### config.mk
export PLATFORM = sky130hd
export DESIGN_NAME = kdop_cell
export DESIGN_NICKNAME = d
export VERILOG_FILES = /design/src/rtl/kdop_pkg.sv /design/src/rtl/kdop_cell.sv
export SDC_FILE = /design/constraint.sdc
export NUM_CORES = 1
export LEC_CHECK = 0
export BUFFER_PORTS_ARGS = -buffer_cell sky130_fd_sc_hd__buf_2
export CORE_ASPECT_RATIO = 1.5
export CORE_MARGIN = 2
export CORE_UTILIZATION = 30
export DETAILED_ROUTE_END_ITERATION = 6
export PLACE_DENSITY = 0.47
export SLEW_MARGIN = 30
export SYNTH_ARGS = -nofsm -noshare
export SYNTH_HDL_FRONTEND = slang
export SYNTH_SLANG_ARGS = --single-unit
### constraint.sdc
create_clock -name clk -period 4.95 [get_ports clk]
set_input_delay 0.2475 -clock clk [delete_from_list [all_inputs] [get_ports clk]]
set_output_delay 0.2475 -clock clk [all_outputs]
set_load 0.1 [all_outputs]
### src/rtl/kdop_pkg.sv
// ----------------------------------------------------------------------------
// kdop_pkg: shared types and helpers for the k-DOP hull tracker
// Word layouts of both channels, the link word between cells, and the
// elaboration-time helpers that give each cell its normal and scale factor.
// ----------------------------------------------------------------------------
package kdop_pkg;

	localparam int COORD_W = 16;
	localparam int DIST_W  = 25;
	localparam logic [DIST_W-1:0] DIST_MAX = '1;
	localparam int RECIP_W = 17;
	localparam int TOL_W   = 8;
	localparam int ADDR_W  = 3;
	localparam int DATA_W  = 32;

	// Register index decoded from paddr[2].
	localparam logic REG_TOLERANCE = 1'b0;

	localparam logic CMD_ADD   = 1'b0;
	localparam logic CMD_QUERY = 1'b1;

	typedef struct packed {
		logic                       command;
		logic                       start_new;
		logic signed [COORD_W-1:0]  x_coord;
		logic signed [COORD_W-1:0]  y_coord;
		logic signed [COORD_W-1:0]  z_coord;
	} point_t;

	typedef struct packed {
		logic              inside_res;
		logic [DIST_W-1:0] distance;
		logic              hull_empty;
	} result_t;

	// Word handed from one cell to the next.
	typedef struct packed {
		logic                       valid;
		logic                       query;
		logic                       fresh;
		logic                       in_hull;
		logic                       empty;
		logic signed [COORD_W-1:0]  x;
		logic signed [COORD_W-1:0]  y;
		logic signed [COORD_W-1:0]  z;
		logic [DIST_W-1:0]          best;
		logic [DIST_W-1:0]          cand;
	} hop_t;

	typedef struct packed {
		logic signed [2:0] a;
		logic signed [2:0] b;
		logic signed [2:0] c;
	} nrm_t;

	function automatic int num_normals(int g);
		return ((2 * g + 1) ** 3 - (2 * g - 1) ** 3) / 2;
	endfunction

	// The k-th lexicographically positive lattice direction on the cube shell.
	function automatic nrm_t normal_at(int g, int k);
		nrm_t n;
		int   cnt;
		bit   pos;
		bit   shell;
		n = '0;
		cnt = 0;
		for (int a = 0; a <= g; a++) begin
			for (int b = -g; b <= g; b++) begin
				for (int c = -g; c <= g; c++) begin
					pos = (a > 0) || (a == 0 && b > 0) || (a == 0 && b == 0 && c > 0);
					shell = (a == g) || (b == g) || (b == -g) || (c == g) || (c == -g);
					if (pos && shell) begin
						if (cnt == k) begin
							n.a = 3'(a);
							n.b = 3'(b);
							n.c = 3'(c);
						end
						cnt++;
					end
				end
			end
		end
		return n;
	endfunction

	// Largest r with s*(2r-1)^2 <= 2^34, i.e. round(65536/sqrt(s)).
	function automatic longint recip_norm(longint s);
		longint lo;
		longint hi;
		longint mid;
		longint t;
		lo = 1;
		hi = 65536;
		while (lo < hi) begin
			mid = (lo + hi + 1) / 2;
			t = 2 * mid - 1;
			if (s * t * t <= (64'sd1 <<< 34))
				lo = mid;
			else
				hi = mid - 1;
		end
		return lo;
	endfunction

endpackage

### src/rtl/kdop_cell.sv
// ----------------------------------------------------------------------------
// kdop_cell: one normal of the hull
// Holds the least and greatest projection for its normal, folds in added
// points, tests queried points against its slab and scales the nearer
// plane distance. Two register stages from input word to output word.
// ----------------------------------------------------------------------------
module kdop_cell #(
	parameter int GRANULARITY = 2,
	parameter int INDEX       = 0,
	parameter int PROJ_W      = 20
) (
	input  logic                          clk,
	input  logic                          arst_n,
	input  logic                          en,
	input  logic [kdop_pkg::TOL_W-1:0]    tol,
	input  kdop_pkg::hop_t                prev,
	output kdop_pkg::hop_t                next
);

	localparam kdop_pkg::nrm_t NRM = kdop_pkg::normal_at(GRANULARITY, INDEX);
	localparam int SQ = NRM.a * NRM.a + NRM.b * NRM.b + NRM.c * NRM.c;
	localparam logic [kdop_pkg::RECIP_W-1:0] RECIP =
		kdop_pkg::RECIP_W'(kdop_pkg::recip_norm(longint'(SQ)));
	localparam logic signed [PROJ_W-1:0] CA = PROJ_W'(NRM.a);
	localparam logic signed [PROJ_W-1:0] CB = PROJ_W'(NRM.b);
	localparam logic signed [PROJ_W-1:0] CC = PROJ_W'(NRM.c);
	localparam int TW = PROJ_W + 2;
	localparam int DW = PROJ_W + 1;
	localparam int PW = PROJ_W + kdop_pkg::RECIP_W + 1;
	localparam int SHW = PW - 8;
	localparam int SW = (SHW > kdop_pkg::DIST_W) ? SHW : kdop_pkg::DIST_W;

	logic signed [PROJ_W-1:0] min_q;
	logic signed [PROJ_W-1:0] max_q;

	logic signed [PROJ_W-1:0] p;
	logic signed [TW-1:0]     p_t;
	logic signed [TW-1:0]     lo_t;
	logic signed [TW-1:0]     hi_t;
	logic signed [TW-1:0]     tol_t;
	logic                     in_slab;
	logic signed [DW-1:0]     diff_lo;
	logic signed [DW-1:0]     diff_hi;
	logic signed [DW-1:0]     mag_lo;
	logic signed [DW-1:0]     mag_hi;
	logic [PROJ_W-1:0]        d_lo;
	logic [PROJ_W-1:0]        d_hi;
	logic [kdop_pkg::DIST_W-1:0] best_a;
	kdop_pkg::hop_t           hop_a;
	kdop_pkg::hop_t           hop_b;

	kdop_pkg::hop_t     hop_s1;
	logic               v_s1;
	logic [PROJ_W-1:0]  dmin_s1;
	kdop_pkg::hop_t     hop_s2;
	logic               v_s2;

	logic [PW-1:0]  prod;
	logic [SHW-1:0] prod_sh;
	logic [SW-1:0]  prod_ext;
	logic [kdop_pkg::DIST_W-1:0] cand;

	always_comb begin
		p = CA * PROJ_W'(prev.x) + CB * PROJ_W'(prev.y) + CC * PROJ_W'(prev.z);
		p_t = TW'(p);
		tol_t = TW'($signed({1'b0, tol}));
		lo_t = TW'(min_q) - tol_t;
		hi_t = TW'(max_q) + tol_t;
		in_slab = (p_t >= lo_t) && (p_t <= hi_t);
		diff_lo = DW'(p) - DW'(min_q);
		diff_hi = DW'(p) - DW'(max_q);
		mag_lo = (diff_lo < 0) ? -diff_lo : diff_lo;
		mag_hi = (diff_hi < 0) ? -diff_hi : diff_hi;
		d_lo = mag_lo[PROJ_W-1:0];
		d_hi = mag_hi[PROJ_W-1:0];
		// The candidate handed in by the previous cell is folded in here.
		best_a = (prev.cand < prev.best) ? prev.cand : prev.best;
		hop_a = prev;
		hop_a.best = best_a;
		hop_a.in_hull = prev.in_hull & in_slab;
	end

	// Bounds and first stage.
	always_ff @(posedge clk) begin
		if (en) begin
			if (prev.valid && prev.query == kdop_pkg::CMD_ADD) begin
				if (prev.fresh || p < min_q)
					min_q <= p;
				if (prev.fresh || p > max_q)
					max_q <= p;
			end
			hop_s1 <= hop_a;
			// The scaled distance grows with d, so only the nearer plane matters.
			dmin_s1 <= (d_lo < d_hi) ? d_lo : d_hi;
		end
	end

	always_comb begin
		prod = PW'(dmin_s1) * PW'(RECIP) + PW'(128);
		prod_sh = prod[PW-1:8];
		prod_ext = SW'(prod_sh);
		cand = (prod_ext > SW'(kdop_pkg::DIST_MAX)) ? kdop_pkg::DIST_MAX
			: kdop_pkg::DIST_W'(prod_ext);
		hop_b = hop_s1;
		hop_b.cand = cand;
	end

	always_ff @(posedge clk) begin
		if (en) begin
			hop_s2 <= hop_b;
		end
	end

	always_ff @(posedge clk or negedge arst_n) begin
		if (!arst_n) begin
			v_s1 <= 1'b0;
			v_s2 <= 1'b0;
		end else if (en) begin
			v_s1 <= prev.valid;
			v_s2 <= v_s1;
		end
	end

	always_comb begin
		next = hop_s2;
		next.valid = v_s2;
	end

endmodule
==> impl_metrics.py, run 1 <==
metrics = {
    "critical_path": {
        "critPathLaunchType": "flop",
        "crit_fanout": 9,
        "cp_cell_sequence": "inv_1 > ha_1 > a21oi_1 > xnor2_1 > nor4b_1 > buf_4 > o211ai_1 > a21oi_2 > nand4_1 > or4_4 > inv_1 > ha_1 > a21o_1 > a21o_1 > a21oi_1 > o21ai_0 > a21oi_2 > mux2_2",
        "slowest_delay_ns": 0.56,
        "critPathBufInv": 3,
        "crit_arrival_ns": 4.98,
        "r2r_slack_ns": 0.26,
        "ff2ff_path_depth": 18,
        "cp.required_ns": 5.24,
        "worstReg2RegEnd": "dmin_s1[16]",
        "worstReg2RegStart": "min_q[5]",
        "worstSetupPathType": "flop to flop",
        "end_kind": "flop",
        "path_delay_family": "compound AO/OA/AOI/OAI gates",
        "crit_slowest_cell": "or4_4",
    },
    "power_and_ir_drop": {
        "p_total_w": 0.005611,
        "ir_drop_uv": 302.2,
        "p_leak_nw": 6.887,
        "powerDensity_nw_per_um2": 346.1,
    },
    "sta": {
        "whs_ns": 0.02881,
        "rsz0062_at_grt": "no",
        "fin_skew_ns": 0.007219,
        "post-route-min-period_ns": 4.690,
        "hold_violations": 0,
        "max_clock_freq_mhz": 213.2,
        "setup_tns_ns": 0,
        "worstMarginPinSlew_ns": 0.9512,
        "max_slew_margin_pct": 36.59,
        "fin_crit_sh_pct": 94.75,
        "slew_violations": 0,
        "setup_viol": 0,
    },
    "die": {
        "rows": 92,
        "initial_core_util_pct": 30.38,
        "coreArea_um2": 42130,
        "die_height_um": 257.0,
        "die_area_um2": 44370,
        "ios": 217,
        "fp.dieW_um": 172.7,
    },
    "placed_design": {
        "gp_congestion": 0.8064,
        "io_buffer_count": 216,
        "placed_cell_area_um2": 14810,
        "dp_hpwl_mm": 24.95,
    },
    "cells_and_area": {
        "fillers": 4161,
        "drive_gt1_share_pct": 26.80,
        "synthToLayoutAreaGrowth_pct": 26.64,
        "final_cell_mix": "edfxtp_1, buf_2, ha_1, inv_1, a21oi_1",
        "num_antenna_cells": 0,
        "nNetsFinal": 1607,
        "fin_area_um2": 16210,
        "final_common_cell": "edfxtp_1",
    },
    "yosys": {
        "synth_cell_types": 74,
        "synth_seq_cells": 225,
        "ys_warn_count": 0,
        "syn_area_um2": 12800,
        "synth.avg_cell_area_um2": 12.23,
        "synth_ff_type": "edfxtp_1",
        "syn_inst": 1047,
        "ys_seq_area_share_pct": 52.70,
        "async_reset_ff_share_pct": 0.8889,
        "synth_edf_count": 223,
    },
    "routing": {
        "vias": 8931,
        "first_pass_iters": 4,
        "drcViolationCount": 0,
        "drt_iter0_drc": 355,
        "wl_mm": 32.38,
        "vias_per_cell": 4.601,
        "wl_per_cell_um": 16.68,
        "ant_nets": 0,
    },
    "hold_path": {
        "hold_depth": 2,
        "holdPathEnd": "hop_b[37]",
        "min_path_type": "input pin to flop",
        "min_from": "prev[37]",
    },
    "global_route": {
        "antenna_found_initial": 0,
        "grt_max_degree": 153,
        "grt_pass1_vias": 9317,
        "grt_pass1_wl_mm": 50.33,
        "track_usage_pct": 14.30,
        "grt-ovfl-total": 0,
    },
    "clock_network": {
        "cts_buffers": 25,
        "htree_num_levels": 1,
        "clk_path_buf_depth": 3,
        "insertion_delay_ns": 0.54,
        "clock-sinks": 225,
        "clkTransAtPathRegs_ns": 0.06,
        "cts_root_buffer": "clkbuf_16",
        "cts_tree": "done",
    },
    "outcome": {
        "status": "finished, final reports clean",
    },
    "run": {
        "cap_violations": 0,
    },
}
## where the power goes
group	total (W)	switching, W	internal (W)
registers	0.00233	0.0000430	0.00229
clock network	0.00178	0.000761	0.00102
logic	0.00150	0.00100	0.000495
## cell families after synthesis
family                     Yosys count  synth area share, %
buffers and inverters              132                4.222
AOI/OAI and AO/OA                  210                11.26
and+or+nand+nor                    225                9.608
adders and majority gates          129                12.84
muxes                               49                4.115
xor gates and xnor gates            75                5.190
other                                2              0.05867
DFF                                225                52.70
## sequential cells by signal, indices dropped and copies added (netlist names)
signal	cells
dmin_s1	19
hop_b	77
max_q	16
min_q	16
next	95
v_s1	1
v_s2	1
## repair_timing
action	in CTS	in global routing
pin swaps	0	9
gates resized for setup	1	24
hold buffers	47	0
setup buffers	0	5
endpoints found under the setup margin	5	17
endpoints found under the hold margin	56	0
## routing by layer
| metal | vias to the layer above | share of wire, % | track usage [%] | routed length [um] |
|---|---|---|---|---|
| met3 | 49 | 5.2 | 2.733 | 1676 |
| met2 | 231 | 52 | 27.25 | 16860 |
| met4 | 0 | 3.3 | 5.485 | 1055 |
| met1 | 4155 | 39 | 15.47 | 12780 |
| li1 | 4496 | - | - | - |
| met5 | - | 0 | 0 | 0 |
## how the worst max path moves through the flow
| stage | from | end | slack, ns | cells after the start |
|---|---|---|---|---|
| after floorplan | max_q[1] | dmin_s1[10] | 0.09 | 20 |
| after global placement | prev[50] | dmin_s1[7] | 0.008 | 20 |
| after detailed placement | prev[50] | dmin_s1[2] | -0.03 | 21 |
| after CTS | max_q[1] | dmin_s1[2] | 0.03 | 19 |
| after global routing | min_q[5] | dmin_s1[16] | 0.006 | 19 |
| final | min_q[5] | dmin_s1[16] | 0.26 | 18 |
## cells in the mapped netlist (all sizes together), types with 19 or more instances
cell / number / area, um2
edfxtp: 223 / 6696
ha: 125 / 1564
inv: 109 / 409.1
a21oi: 62 / 325.3
xnor2: 51 / 454.2
nor2: 47 / 176.4
o21ai: 37 / 185.2
a21o: 35 / 262.8
nand2: 34 / 127.6
mux2: 29 / 326.6
nand3: 24 / 120.1
xor2: 24 / 210.2
mux2i: 20 / 200.2
or3: 19 / 118.9
## metrics by stage
step,util [%],std cells,worst slack [ns]
after floorplan,-,1051,0.08867
after global placement,35.15,1847,0.008308
after detailed placement,35.15,1847,-0.03234
after CTS,38.09,1934,0.03409
after global routing,38.48,1941,0.006334
final,38.48,1941,0.2600
## cell type report
class	count	area (um2)	area share, %
Multi-Input combinational cell	694	5657	34.89
Clock buffer	26	629.4	3.882
Inverter	109	409.1	2.524
Timing Repair Buffer	309	1933	11.92
Clock inverter	14	131.4	0.8104
Tap cell	564	705.7	4.353
Sequential cell	225	6746	41.61
Power figures use the tool's default switching activity.
==> run 2: changes to the inputs <==
- CELL_PAD_IN_SITES_DETAIL_PLACEMENT: unset -> 0
- CELL_PAD_IN_SITES_GLOBAL_PLACEMENT: unset -> 1
- GPL_TIMING_DRIVEN: unset -> 0
- PLACE_DENSITY: 0.47 -> 0.56
- SLEW_MARGIN: 30 -> 20
==> run 2 against run 1 <==
Compared with the run above:
- utilization rose by 0.59 points
- maximum frequency down 1.9%
- sequential power hardly changed
- via count increased by 0.83%
- first-iteration DRC count increased by 8.5%
- wire length fell by 0.61%
- sequential share of layout area fell by 0.63 points
- cell count up 1.0%
==> impl_metrics.py, run 2 (synthesis gave the netlist of run 1 again) <==
metrics = {
    "outcome": {
        "status": "finished, final reports clean",
    },
    "sta": {
        "whs_ns": 0.01861,
        "fin_ws_ns": 0.1678,
        "setup_viol": 0,
        "worstMarginPinSlew_ns": 0.8249,
        "fin_crit_sh_pct": 96.61,
        "rsz0062_at_grt": "yes",
        "post-route-min-period_ns": 4.782,
        "fin_skew_ns": 0.02695,
        "max_slew_margin_pct": 44.42,
        "hold_violations": 0,
        "slew_violations": 0,
        "max_clock_freq_mhz": 209.1,
    },
    "cells_and_area": {
        "final_util_pct": 39.07,
        "final_cell_mix": "edfxtp_1, buf_2, ha_1, inv_1, dlygate4sd3_1",
        "synthToLayoutAreaGrowth_pct": 28.60,
        "nNetsFinal": 1621,
        "largest_reg_flops": 95,
        "num_antenna_cells": 0,
        "final_common_cell": "edfxtp_1",
        "fin_area_um2": 16460,
        "instances_no_fill": 1961,
        "drive_gt1_share_pct": 26.20,
    },
    "global_route": {
        "grt-busiest-layer": "met2",
        "track_usage_pct": 14.35,
        "grt_use_met3_pct": 2.039,
        "grtUsageMet2_pct": 28.47,
        "grt_pass1_wl_mm": 50.59,
        "antenna_found_initial": 0,
        "grt-ovfl-total": 0,
        "grt_pass1_vias": 9535,
        "grt_max_degree": 95,
        "met1_usage_pct": 15.46,
    },
    "critical_path": {
        "cp_cell_sequence": "ha_4 > fa_2 > nor2b_4 > o2111ai_4 > a31oi_4 > o221ai_4 > o311a_1 > a31oi_4 > buf_6 > mux2i_4 > ha_1 > a21o_1 > a21o_1 > a211oi_2 > o21bai_1 > a21oi_2 > o21ai_2 > a21oi_4 > buf_6 > mux2_4",
        "worstReg2RegStart": "max_q[1]",
        "r2r_slack_ns": 0.17,
        "worstSetupPathType": "flop to flop",
        "crit_arrival_ns": 5.07,
        "crit_fanout": 4,
        "slowest_delay_ns": 0.43,
        "end_kind": "flop",
        "critPathLaunchType": "flop",
        "ff2ff_path_depth": 20,
        "crit_slowest_cell": "edfxtp_1",
        "worstReg2RegEnd": "dmin_s1[7]",
        "cp.required_ns": 5.24,
    },
    "clock_network": {
        "clkTransAtPathRegs_ns": 0.06,
        "cts_tree": "done",
        "clock-sinks": 225,
        "cts_root_buffer": "clkbuf_16",
        "htree_num_levels": 1,
        "insertion_delay_ns": 0.56,
        "cts_buffers": 25,
        "clk_path_buf_depth": 3,
    },
    "placed_design": {
        "gp_congestion": 0.7580,
        "placedCellCount": 1836,
        "dp_hpwl_mm": 24.76,
        "placed_cell_area_um2": 14700,
        "dpl_worst_slack_ns": -1.531,
        "io_buffer_count": 216,
    },
    "routing": {
        "drt_iter0_drc": 385,
        "vias": 9005,
        "wl_per_cell_um": 16.41,
        "wl_mm": 32.18,
        "vias_per_cell": 4.592,
        "first_pass_iters": 4,
        "ant_nets": 0,
        "drcViolationCount": 0,
    },
    "power_and_ir_drop": {
        "p_leak_nw": 6.969,
        "powerDensity_nw_per_um2": 349.0,
        "ir_drop_uv": 281.4,
    },
    "die": {
        "die_area_um2": 44370,
        "die_height_um": 257.0,
        "rows": 92,
        "initial_core_util_pct": 30.38,
        "coreArea_um2": 42130,
        "fp.dieW_um": 172.7,
        "ios": 217,
    },
    "run": {
        "cap_violations": 0,
    },
    "hold_path": {
        "min_path_type": "input pin to flop",
        "holdPathEnd": "hop_b[55]",
        "hold_depth": 1,
        "min_from": "prev[55]",
    },
}
==> run 2: cell count changes in the layout (fill, tap and decap cells not counted), moves of 4 or more <==
cell,delta
buf_2,+4
dlygate4sd3_1,+16
clkbuf_1,+8
buf_4,-13
==> run 2: worst max path at each step <==
stage	from	end
final	max_q[1]	dmin_s1[7]
after global placement	en	max_q[1]
after CTS	max_q[1]	dmin_s1[7]
after global routing	max_q[1]	dmin_s1[7]
after floorplan	max_q[1]	dmin_s1[10]
after detailed placement	prev[50]	dmin_s1[17]
==> run 2: metrics by stage <==
step	setup TNS [ns]	total power [W]
after floorplan	0	0.003439
after global placement	-76.93	0.003789
after detailed placement	-22.23	0.003801
after CTS	0	0.005835
after global routing	-0.2210	0.006046
final	0	0.005745
==> run 2: area by class of cell <==
class / count / area [um2]
buffer: 22 / 132.6
clock buffer: 27 / 633.1
clock inverter: 19 / 198.9
fill: 4193 / 25670
inverter: 109 / 409.1
multi-input combinational: 694 / 5705
sequential: 225 / 6746
tap: 564 / 705.7
timing repair buffer: 301 / 1931
==> run 2: power by group <==
group,switching (W),internal [W]
Clock,0.000800,0.00109
Sequential,0.0000374,0.00229
Combinational,0.00101,0.000510
Total,0.00185,0.00389
==> run 2: layer usage <==
| layer | vias up | share of wire, % | routed length (um) |
|---|---|---|---|
| met5 | - | 0 | 0 |
| met4 | 0 | 2.9 | 934 |
| met3 | 45 | 4.1 | 1313 |
| met2 | 205 | 54 | 17360 |
| met1 | 4220 | 39 | 12580 |
| li1 | 4535 | - | - |
==> run 2: what timing repair did <==
action / CTS / global route
endpoints found under the hold margin: 68 / 0
pin swaps: 11 / 9
buffers inserted: 11 / 6
gates resized for setup: 24 / 13
cloned: 0 / 0
hold buffers: 63 / 0
endpoints found under the setup margin: 17 / 18
==> run 2: worst max-delay path: cells and delay by family (launching register included) <==
kind	cells	cell delay (ns)
mux	2	0.51
buf+inv	2	0.31
fa+ha+maj	3	0.82
flops	1	0.43
simple gates	1	0.17
compound gates	12	2.29
==> run 3: changes to the inputs <==
- BUFFER_PORTS_ARGS: -buffer_cell sky130_fd_sc_hd__buf_2 -> unset
- CTS_CLUSTER_SIZE: unset -> 28
- DONT_BUFFER_PORTS: unset -> 1
- PLACE_DENSITY: 0.56 -> 0.5
==> run 3 against run 2 <==
Compared with the run above:
- global-route usage is 0.066 points higher
- highest routed layer unchanged
- cell count shrank 8.8%
- first-iteration DRC count decreased by 29%
- utilization down 1.7 points
- hold slack better by 0.12 ns
- critical path type unchanged
==> impl_metrics.py, run 3 (synthesis gave the netlist of run 1 again) <==
metrics = {
    "clock_network": {
        "htree_num_levels": 1,
        "cts_tree": "done",
        "insertion_delay_ns": 0.55,
        "clk_path_buf_depth": 3,
        "cts_root_buffer": "clkbuf_16",
        "clock-sinks": 225,
        "clkTransAtPathRegs_ns": 0.06,
        "cts_buffers": 26,
    },
    "global_route": {
        "grt_pass1_vias": 8996,
        "antenna_found_initial": 0,
        "grt-ovfl-total": 0,
        "track_usage_pct": 14.41,
        "grt_max_degree": 195,
        "grt_pass1_wl_mm": 50.14,
    },
    "cells_and_area": {
        "drive_gt1_share_pct": 11.11,
        "final_common_cell": "edfxtp_1",
        "fin_area_um2": 15740,
        "fillers": 4209,
        "largest_reg_flops": 95,
        "final_cell_mix": "edfxtp_1, ha_1, inv_1, dlygate4sd3_1, a21oi_1",
        "nNetsFinal": 1449,
        "num_antenna_cells": 0,
        "synthToLayoutAreaGrowth_pct": 22.94,
        "instances_no_fill": 1788,
    },
    "critical_path": {
        "endpoint": "dmin_s1[7]",
        "end_kind": "flop",
        "crit_fanout": 4,
        "critPathLaunchType": "flop",
        "worstSetupPathType": "flop to flop",
        "r2r_slack_ns": 0.04,
        "crit_arrival_ns": 5.21,
        "cp.required_ns": 5.25,
        "startpoint": "max_q[1]",
        "worstReg2RegEnd": "dmin_s1[7]",
        "ff2ff_path_depth": 20,
        "worstReg2RegStart": "max_q[1]",
    },
    "routing": {
        "drt_iter0_drc": 273,
        "wl_per_cell_um": 18.15,
        "ant_nets": 0,
        "vias": 8397,
        "wl_mm": 32.46,
        "first_pass_iters": 4,
        "vias_per_cell": 4.696,
        "drcViolationCount": 0,
    },
    "power_and_ir_drop": {
        "p_leak_nw": 6.272,
        "power_frac_comb_pct": 18.8,
        "power_frac_seq_pct": 48.7,
        "p_clk_share_pct": 32.5,
        "power_switching_w": 0.001782,
        "switching_share_pct": 31.66,
        "ir_drop_uv": 239.4,
        "power.internal_w": 0.003845,
        "powerDensity_nw_per_um2": 357.5,
    },
    "run": {
        "cap_violations": 0,
    },
    "sta": {
        "post-route-min-period_ns": 4.912,
        "slew_violations": 0,
        "max_slew_margin_pct": 18.15,
        "rsz0062_at_grt": "yes",
        "worstMarginPinSlew_ns": 1.228,
        "fin_crit_sh_pct": 99.22,
        "max_clock_freq_mhz": 203.6,
        "hold_violations": 0,
        "fin_skew_ns": 0.008799,
        "setup_viol": 0,
        "whs_ns": 0.1375,
    },
    "die": {
        "initial_core_util_pct": 30.38,
        "die_area_um2": 44370,
        "ios": 217,
        "rows": 92,
        "die_height_um": 257.0,
        "fp.dieW_um": 172.7,
        "coreArea_um2": 42130,
    },
    "hold_path": {
        "min_path_type": "input pin to flop",
        "min_from": "prev[100]",
    },
    "placed_design": {
        "dp_hpwl_mm": 23.55,
        "gp_congestion": 0.7787,
        "placedCellCount": 1619,
        "placed_cell_area_um2": 13560,
        "io_buffer_count": 0,
    },
    "outcome": {
        "status": "finished, final reports clean",
    },
}
==> run 3: worst min path at each step <==
stage	endpoint	slack, ns	cells after the start
2_1_floorplan	v_s1	-0.05	0
3_3_place_gp	v_s2	-0.05	0
3_5_place_dp	v_s2	-0.05	0
4_1_cts	max_q[16]	0.11	2
5_1_grt	max_q[16]	0.16	2
6_report	max_q[16]	0.14	2
==> run 3: cell type report <==
cell class	count	area [um2]	area share [%]
flip-flops and latches	225	6746	42.87
multi-input cells	694	5687	36.13
repair buffers	127	1251	7.950
well taps	564	705.7	4.484
clock buffers	35	684.4	4.349
inverters	109	409.1	2.600
plain buffers	23	137.6	0.8745
clock inverters	11	116.4	0.7394
==> run 3: repair_timing <==
action	in CTS	in global routing
setup endpoints to repair	18	18
gates cloned	0	0
setup buffers	13	4
hold buffers	106	0
pin swaps	16	14
gates resized for setup	26	8
endpoints found under the hold margin	308	0
==> run 3: worst max-delay path: stages, from the launching register on <==
cell	delay, ns
edfxtp_1	0.43
ha_4	0.20
fa_2	0.36
nor2b_4	0.16
o2111ai_4	0.16
a31oi_4	0.28
o221ai_4	0.17
o311a_1	0.40
a31oi_4	0.29
buf_6	0.17
mux2i_4	0.23
ha_1	0.25
a21o_1	0.17
a21o_1	0.17
a211oi_2	0.20
o21bai_1	0.10
a21oi_2	0.19
o21ai_2	0.10
a21oi_4	0.19
buf_6	0.15
mux2_4	0.29
==> run 3: power groups by stage <==
| stage | Combinational (W) | Clock, W | Sequential (W) |
|---|---|---|---|
| CTS | 0.00107 | 0.00191 | 0.00274 |
| floorplan | 0.000681 | 0 | 0.00276 |
| detailed placement | 0.000875 | 0 | 0.00278 |
| finish | 0.00106 | 0.00183 | 0.00274 |
| global placement | 0.000865 | 0 | 0.00278 |
| global route | 0.00119 | 0.00199 | 0.00275 |
==> run 3: through the flow <==
stage / TNS [ns] / total power, W / worst slack [ns] / util, %
after floorplan: 0 / 0.003439 / 0.08867 / -
after global placement: -26.86 / 0.003642 / -1.475 / 32.09
after detailed placement: -21.68 / 0.003655 / -1.471 / 32.19
after CTS: -0.1259 / 0.005723 / -0.04448 / 37.21
after global routing: -1.527 / 0.005929 / -0.1704 / 37.35
final: 0 / 0.005626 / 0.03839 / 37.35
==> run 3: metal layers <==
metal	track usage [%]	share of wire, %	vias to the layer above
met5	0	0	-
met3	2.674	5.0	36
met2	28.60	55	186
met1	15.32	38	3992
met4	4.002	2.0	0
li1	-	-	4183
